### src/sv/frc_pkg.sv
package frc_pkg;

  localparam logic [15:0] CRC_POLY = 16'h1021;
  localparam logic [15:0] CRC_TOP  = 16'h8000;

  typedef enum logic [5:0] {
    PH_HEAD = 6'b000001,
    PH_LEN0 = 6'b000010,
    PH_LEN1 = 6'b000100,
    PH_BODY = 6'b001000,
    PH_CRC0 = 6'b010000,
    PH_CRC1 = 6'b100000
  } phase_t;

  typedef struct packed {
    logic        body_valid;
    logic [7:0]  body_byte;
    logic        frame_end;
    logic        crc_ok;
    logic [15:0] frame_length;
  } result_t;

  function automatic logic [15:0] crc_byte(input logic [15:0] crc_in, input logic [7:0] b);
    logic [15:0] crc;
    crc = crc_in ^ {b, 8'h00};
    for (int i = 0; i < 8; i++) begin
      if ((crc & CRC_TOP) != 16'h0000) begin
        crc = {crc[14:0], 1'b0} ^ CRC_POLY;
      end else begin
        crc = {crc[14:0], 1'b0};
      end
    end
    return crc;
  endfunction

endpackage

### src/sv/frc_cfg.sv
module frc_cfg (
  input  logic        clk,
  input  logic        rst,
  input  logic        psel,
  input  logic        penable,
  input  logic        pwrite,
  input  logic [2:0]  paddr,
  input  logic [31:0] pwdata,
  output logic [31:0] prdata,
  output logic        pready,
  output logic        ignore_crc
);

  logic sel_ignore;

  assign pready     = 1'b1;
  assign sel_ignore = (paddr[2] == 1'b0);

  always_ff @(posedge clk) begin
    if (rst) begin
      ignore_crc <= 1'b0;
    end else if (psel && penable && pwrite && sel_ignore) begin
      ignore_crc <= pwdata[0];
    end
  end

  assign prdata = sel_ignore ? {31'd0, ignore_crc} : 32'd0;

endmodule

### src/sv/frc_deframer.sv
module frc_deframer (
  input  logic              clk,
  input  logic              rst,
  input  logic              go,
  input  logic [7:0]        byte_in,
  input  logic              ignore_crc,
  output logic              res_valid,
  output frc_pkg::result_t  res
);

  frc_pkg::phase_t phase, phase_next;
  logic [15:0] body_remaining, body_remaining_next;
  logic [15:0] length_value, length_value_next;
  logic [15:0] crc_accumulator, crc_accumulator_next;
  logic [7:0]  crc_low_byte, crc_low_byte_next;
  logic [15:0] crc_upd;
  logic [15:0] len_full;
  logic [15:0] rx_crc;

  assign crc_upd  = frc_pkg::crc_byte(crc_accumulator, byte_in);
  assign len_full = {byte_in, length_value[7:0]};
  assign rx_crc   = {byte_in, crc_low_byte};

  always_comb begin
    phase_next           = phase;
    body_remaining_next  = body_remaining;
    length_value_next    = length_value;
    crc_accumulator_next = crc_accumulator;
    crc_low_byte_next    = crc_low_byte;
    res_valid            = 1'b0;
    res                  = '0;
    unique case (phase)
      frc_pkg::PH_LEN0: begin
        crc_accumulator_next = crc_upd;
        length_value_next    = {8'h00, byte_in};
        phase_next           = frc_pkg::PH_LEN1;
      end
      frc_pkg::PH_LEN1: begin
        crc_accumulator_next = crc_upd;
        length_value_next    = len_full;
        body_remaining_next  = len_full;
        phase_next           = (len_full == 16'd0) ? frc_pkg::PH_CRC0 : frc_pkg::PH_BODY;
      end
      frc_pkg::PH_BODY: begin
        crc_accumulator_next = crc_upd;
        body_remaining_next  = body_remaining - 16'd1;
        if (body_remaining == 16'd1) begin
          phase_next = frc_pkg::PH_CRC0;
        end
        res_valid      = 1'b1;
        res.body_valid = 1'b1;
        res.body_byte  = byte_in;
      end
      frc_pkg::PH_CRC0: begin
        crc_low_byte_next = byte_in;
        phase_next        = frc_pkg::PH_CRC1;
      end
      frc_pkg::PH_CRC1: begin
        res_valid        = 1'b1;
        res.frame_end    = 1'b1;
        res.crc_ok       = (rx_crc == crc_accumulator) || ignore_crc;
        res.frame_length = length_value;
        phase_next       = frc_pkg::PH_HEAD;
      end
      default: begin
        crc_accumulator_next = frc_pkg::crc_byte(16'h0000, byte_in);
        length_value_next    = 16'd0;
        body_remaining_next  = 16'd0;
        crc_low_byte_next    = 8'd0;
        phase_next           = frc_pkg::PH_LEN0;
      end
    endcase
  end

  always_ff @(posedge clk) begin
    if (rst) begin
      phase           <= frc_pkg::PH_HEAD;
      body_remaining  <= 16'd0;
      length_value    <= 16'd0;
      crc_accumulator <= 16'd0;
      crc_low_byte    <= 8'd0;
    end else if (go) begin
      phase           <= phase_next;
      body_remaining  <= body_remaining_next;
      length_value    <= length_value_next;
      crc_accumulator <= crc_accumulator_next;
      crc_low_byte    <= crc_low_byte_next;
    end
  end

endmodule

### src/sv/frc_out_stage.sv
module frc_out_stage (
  input  logic              clk,
  input  logic              rst,
  input  logic              load,
  input  frc_pkg::result_t  res,
  input  logic              out_stall,
  output logic              out_valid,
  output logic              room,
  output frc_pkg::result_t  out_res
);

  assign room = !out_valid || !out_stall;

  always_ff @(posedge clk) begin
    if (rst) begin
      out_valid <= 1'b0;
    end else if (room) begin
      out_valid <= load;
    end
  end

  always_ff @(posedge clk) begin
    if (room && load) begin
      out_res <= res;
    end
  end

endmodule

### src/sv/frame_receive_crc16_check.sv
// Channel   Handshake                Payload
// input     in_valid / in_stall      rx_byte
// output    out_valid / out_stall    body_valid, body_byte, frame_end, crc_ok, frame_length
// config    psel, penable, pwrite    paddr, pwdata, prdata, pready
//
// One byte is taken per cycle while in_stall is low; a byte passes an input register,
// then the framing state and CRC update, which load the result register, from which
// the result is offered on out_valid.
// The CRC-16 byte update is the longest path.
// Reset returns the receiver to waiting for a head byte and empties both registers.
// A stall on the output holds the result and, through the input register, the input.
module frame_receive_crc16_check (
  input  logic        clk,
  input  logic        rst,
  input  logic        in_valid,
  output logic        in_stall,
  input  logic [7:0]  rx_byte,
  output logic        out_valid,
  input  logic        out_stall,
  output logic        body_valid,
  output logic [7:0]  body_byte,
  output logic        frame_end,
  output logic        crc_ok,
  output logic [15:0] frame_length,
  input  logic        psel,
  input  logic        penable,
  input  logic        pwrite,
  input  logic [2:0]  paddr,
  input  logic [31:0] pwdata,
  output logic [31:0] prdata,
  output logic        pready
);

  logic             in_full;
  logic [7:0]       in_byte;
  logic             room;
  logic             go;
  logic             ignore_crc;
  logic             res_valid;
  frc_pkg::result_t res;
  frc_pkg::result_t out_res;

  assign go       = in_full && room;
  assign in_stall = in_full && !room;

  always_ff @(posedge clk) begin
    if (rst) begin
      in_full <= 1'b0;
    end else if (!in_stall) begin
      in_full <= in_valid;
    end
  end

  always_ff @(posedge clk) begin
    if (!in_stall && in_valid) begin
      in_byte <= rx_byte;
    end
  end

  frc_cfg u_cfg (
    .clk        (clk),
    .rst        (rst),
    .psel       (psel),
    .penable    (penable),
    .pwrite     (pwrite),
    .paddr      (paddr),
    .pwdata     (pwdata),
    .prdata     (prdata),
    .pready     (pready),
    .ignore_crc (ignore_crc)
  );

  frc_deframer u_deframer (
    .clk        (clk),
    .rst        (rst),
    .go         (go),
    .byte_in    (in_byte),
    .ignore_crc (ignore_crc),
    .res_valid  (res_valid),
    .res        (res)
  );

  frc_out_stage u_out (
    .clk       (clk),
    .rst       (rst),
    .load      (go && res_valid),
    .res       (res),
    .out_stall (out_stall),
    .out_valid (out_valid),
    .room      (room),
    .out_res   (out_res)
  );

  assign body_valid   = out_res.body_valid;
  assign body_byte    = out_res.body_byte;
  assign frame_end    = out_res.frame_end;
  assign crc_ok       = out_res.crc_ok;
  assign frame_length = out_res.frame_length;

endmodule
### config.mk
export PLATFORM = sky130hd
export DESIGN_NAME = frame_receive_crc16_check
export DESIGN_NICKNAME = d
export VERILOG_FILES = /design/src/sv/frc_pkg.sv /design/src/sv/frc_cfg.sv /design/src/sv/frc_deframer.sv /design/src/sv/frc_out_stage.sv /design/src/sv/frame_receive_crc16_check.sv
export SDC_FILE = /design/constraint.sdc
export NUM_CORES = 1
export LEC_CHECK = 0
export ABC_AREA = 1
export BUFFER_PORTS_ARGS = -buffer_cell sky130_fd_sc_hd__buf_2
export CORE_UTILIZATION = 60
export DETAILED_ROUTE_END_ITERATION = 7
export GPL_ROUTABILITY_DRIVEN = 0
export HOLD_SLACK_MARGIN = 0.08
export PLACE_DENSITY_LB_ADDON = 0.08
export REMOVE_ABC_BUFFERS = 1
export SKIP_LAST_GASP = 1
export SYNTH_ARGS = -nofsm -noshare
export SYNTH_HDL_FRONTEND = slang
export SYNTH_SLANG_ARGS = --single-unit
### constraint.sdc
create_clock -name clk -period 5.8 [get_ports clk]
set_input_delay 1.45 -clock clk [delete_from_list [all_inputs] [get_ports clk]]
set_output_delay 1.45 -clock clk [all_outputs]
set_load 0.005 [all_outputs]
==> results.yml <==
status:
  status: "finished clean"
synthesis:
  yosysSeqAreaShare_pct: 43.1
  syn_area_mm2: 0.00546
  synth.top_cell.area_share_pct: 23.8
  ys_ff_latch: 100
  synth-edff-count: 35
  ys.warnings.count: 0
  yosysUniqueCellTypes: 36
  synth_commonest_cells: "nand2_1, nor2_1, inv_1"
  ys.flop_type: "dfxtp_1"
  synth_top_area_cell: "dfxtp_1"
  netlist_top_cells_area: "dfxtp_1, edfxtp_1, nand2_1"
  syn_inst: 726
  async_reset_ff_share_pct: 0
  synthMostInstantiatedCell: "nand2_1"
  avgSynthCellArea_um2: 7.53
timing:
  rsz0062_at_grt: "false"
  worstMarginPinSlew_ps: 1260
  fin_crit_ps: 3330
  hold_ws_ps: 462
  setup-violations-final: 0
  fmaxAchievable_mhz: 301
  finalMaxSlewViolations: 0
  skew_ps: 12.3
  fin_setup_tns_ps: 0
  period_share_pct: 57.4
  fin_ws_ps: 2470
  slew_headroom_pct: 15.6
  finalHoldViolCount: 0
floorplanning:
  start_util_pct: 62.4
  coreArea_mm2: 0.00876
  die_w_um: 97.4
  dieArea_mm2: 0.00949
  ios: 112
  core.rowCount: 34
  dieHeight_um: 97.4
worst_setup_path:
  cp-end-kind: "primary output"
  worstPathArrival_ps: 1880
  worstSetupPathType: "in2out"
  crit_path_max_fanout: 2
  r2r_slack_ps: 3300
  worst_setup_path_start_kind: "primary input"
  crit_buf_inv: 2
  timing.critical_path.mode_cell: "buf_2"
  slowest_delay_ps: 130
  path_cells: "buf_2, nand2_1, nor2_1, buf_2"
  path_delay_family: "buffers and inverters"
  crit_slowest_cell: "buf_2"
  required_ps: 4350
clock_tree:
  cts_tree: "done"
  postCtsHoldBufs: 0
  clock_latency_ps: 370
  postCtsResizedCells: 0
  cts_setup_buffers: 0
  clockBufferDepth: 2
  cts-buffers-inserted: 9
  clk_pin_slew_ps: 110
  cts.htree.levels: 3
  cts_sinks: 100
  cts_root_buf: "clkbuf_8"
drt:
  vias: 4764
  drt_first_pass_iters: 5
  drcViolationCount: 0
  postRouteAntennaNets: 0
  avgRoutedWirePerCell_um: 13.9
  viasPerCell: 5.49
  wl_um: 12100
  drt-initial-drc-count: 274
grt:
  grt_max_degree: 39
  overflow: 0
  grt_pass1_wl_um: 19800
  grt_pass1_vias: 4189
  grt_use_total_pct: 25.8
  antenna_found_initial: 0
placement:
  io_buffers: 46
  place_area_mm2: 0.00551
  pre_cts_slack_ps: 2220
  place_hpwl_um: 8210
power:
  p_leak_nw: 2.49
  p_seq_share_pct: 53.4
  p_total_mw: 1.46
  internal_power_mw: 1.00
  ir_drop_mv: 0.155
  p_sw_mw: 0.455
  switching_share_pct: 31.2
  clockPowerShare_pct: 30.3
  p_comb_share_pct: 16.3
  pwr_density_cell_mw_per_mm2: 256
job:
  drv_cap: 0
worst_hold_path:
  hold_class: "reg2reg"
final_layout:
  fin_nets: 806
  drive_gt1_share_pct: 12.9
  num-fill-cells: 795
  area.growth.synth_to_final_pct: 4.37
  design_area_mm2: 0.00570
  diodes: 0
## cell type report
class / count / area, um^2 / area share (%)
clock inverter: 6 / 51.3 / 0.900
multi-input combinational: 512 / 2480 / 43.4
sequential: 100 / 2350 / 41.2
timing repair buffer: 46 / 230 / 4.04
clock buffer: 10 / 138 / 2.41
inverter: 85 / 320 / 5.62
tap: 108 / 135 / 2.37
## state kept, by name, indices dropped and copies added (netlist names)
name and count:
u_deframer.phase 6, u_deframer.crc_accumulator 16, u_out.out_valid 1, in_full 1
u_deframer.body_remaining 16, u_deframer.length_value 16, u_out.out_res 27, u_cfg.ignore_crc 1
u_deframer.crc_low_byte 8, in_byte 8
## worst register-to-register path, stage by stage, from the launching register on
cell     delay, ps
dfxtp_1        370
nor2_4         200
nand2_4         80
nor2_4         180
inv_2          280
nand2_1        140
nand2_1         70
inv_1          780
## power groups by stage
stage | Sequential (mW) | Combinational [mW] | Clock [mW]
after floorplan | 0.788 | 0.175 | 0
after global placement | 0.793 | 0.226 | 0
after detailed placement | 0.795 | 0.231 | 0
after CTS | 0.779 | 0.232 | 0.441
after global routing | 0.783 | 0.267 | 0.468
final | 0.779 | 0.238 | 0.441
## cells in the final DEF (no fill, tap or decap), types with 3 or more instances in the layout
cell and n:
o22ai_1 5, nor3_1 4, xnor2_1 11, nor2_1 115, nand3_2 7, nor2_2 3
inv_6 4, nand4_1 17, nand3_1 32, o21ai_0 31, o21ai_1 17, a21oi_1 45
clkbuf_8 10, buf_2 46, inv_2 7, nand2_4 4, o211ai_2 5, conb_1 32
edfxtp_1 35, xor2_1 10, inv_1 77, nand2_1 155, nand3b_1 3, dfxtp_1 65
## final timing paths
| path | startpoint | to | cells after the start |
|---|---|---|---|
| worst max-delay path | out_stall | in_stall | 4 |
| worst min register to register | u_deframer.length_value[11] | u_deframer.length_value[11] | 2 |
| worst min-delay path | u_deframer.length_value[11] | u_deframer.length_value[11] | 2 |
| worst max register to register | u_deframer.phase[0] | u_out.out_res[15] | 7 |
## through the flow
step / cells / util (%)
2_1_floorplan: 697 / -
3_3_place_gp: 851 / 62.9
3_5_place_dp: 851 / 62.9
4_1_cts: 867 / 65.1
5_1_grt: 867 / 65.1
6_report: 867 / 65.1
## layer usage
layer	global-route usage, %	vias to the layer above	wire (um)	part of all wire [%]
li1	-	2318	-	-
met1	35.5	2175	5420	45
met2	42.3	244	5480	45
met3	3.17	27	890	7.4
met4	8.37	0	272	2.3
met5	0	-	0	0
## cells by family after synthesis
kind of cell             Yosys count  synth area share, %
AO/OA/AOI/OAI                    109                 11.1
XOR/XNOR                          21                 3.37
adder cells (fa/ha/maj)            2                0.458
buffers and inverters            144                 13.7
flip-flops                       100                 43.1
other                              2                0.137
AND/OR/NAND/NOR                  348                 28.2
Power figures use the tool's default switching activity.
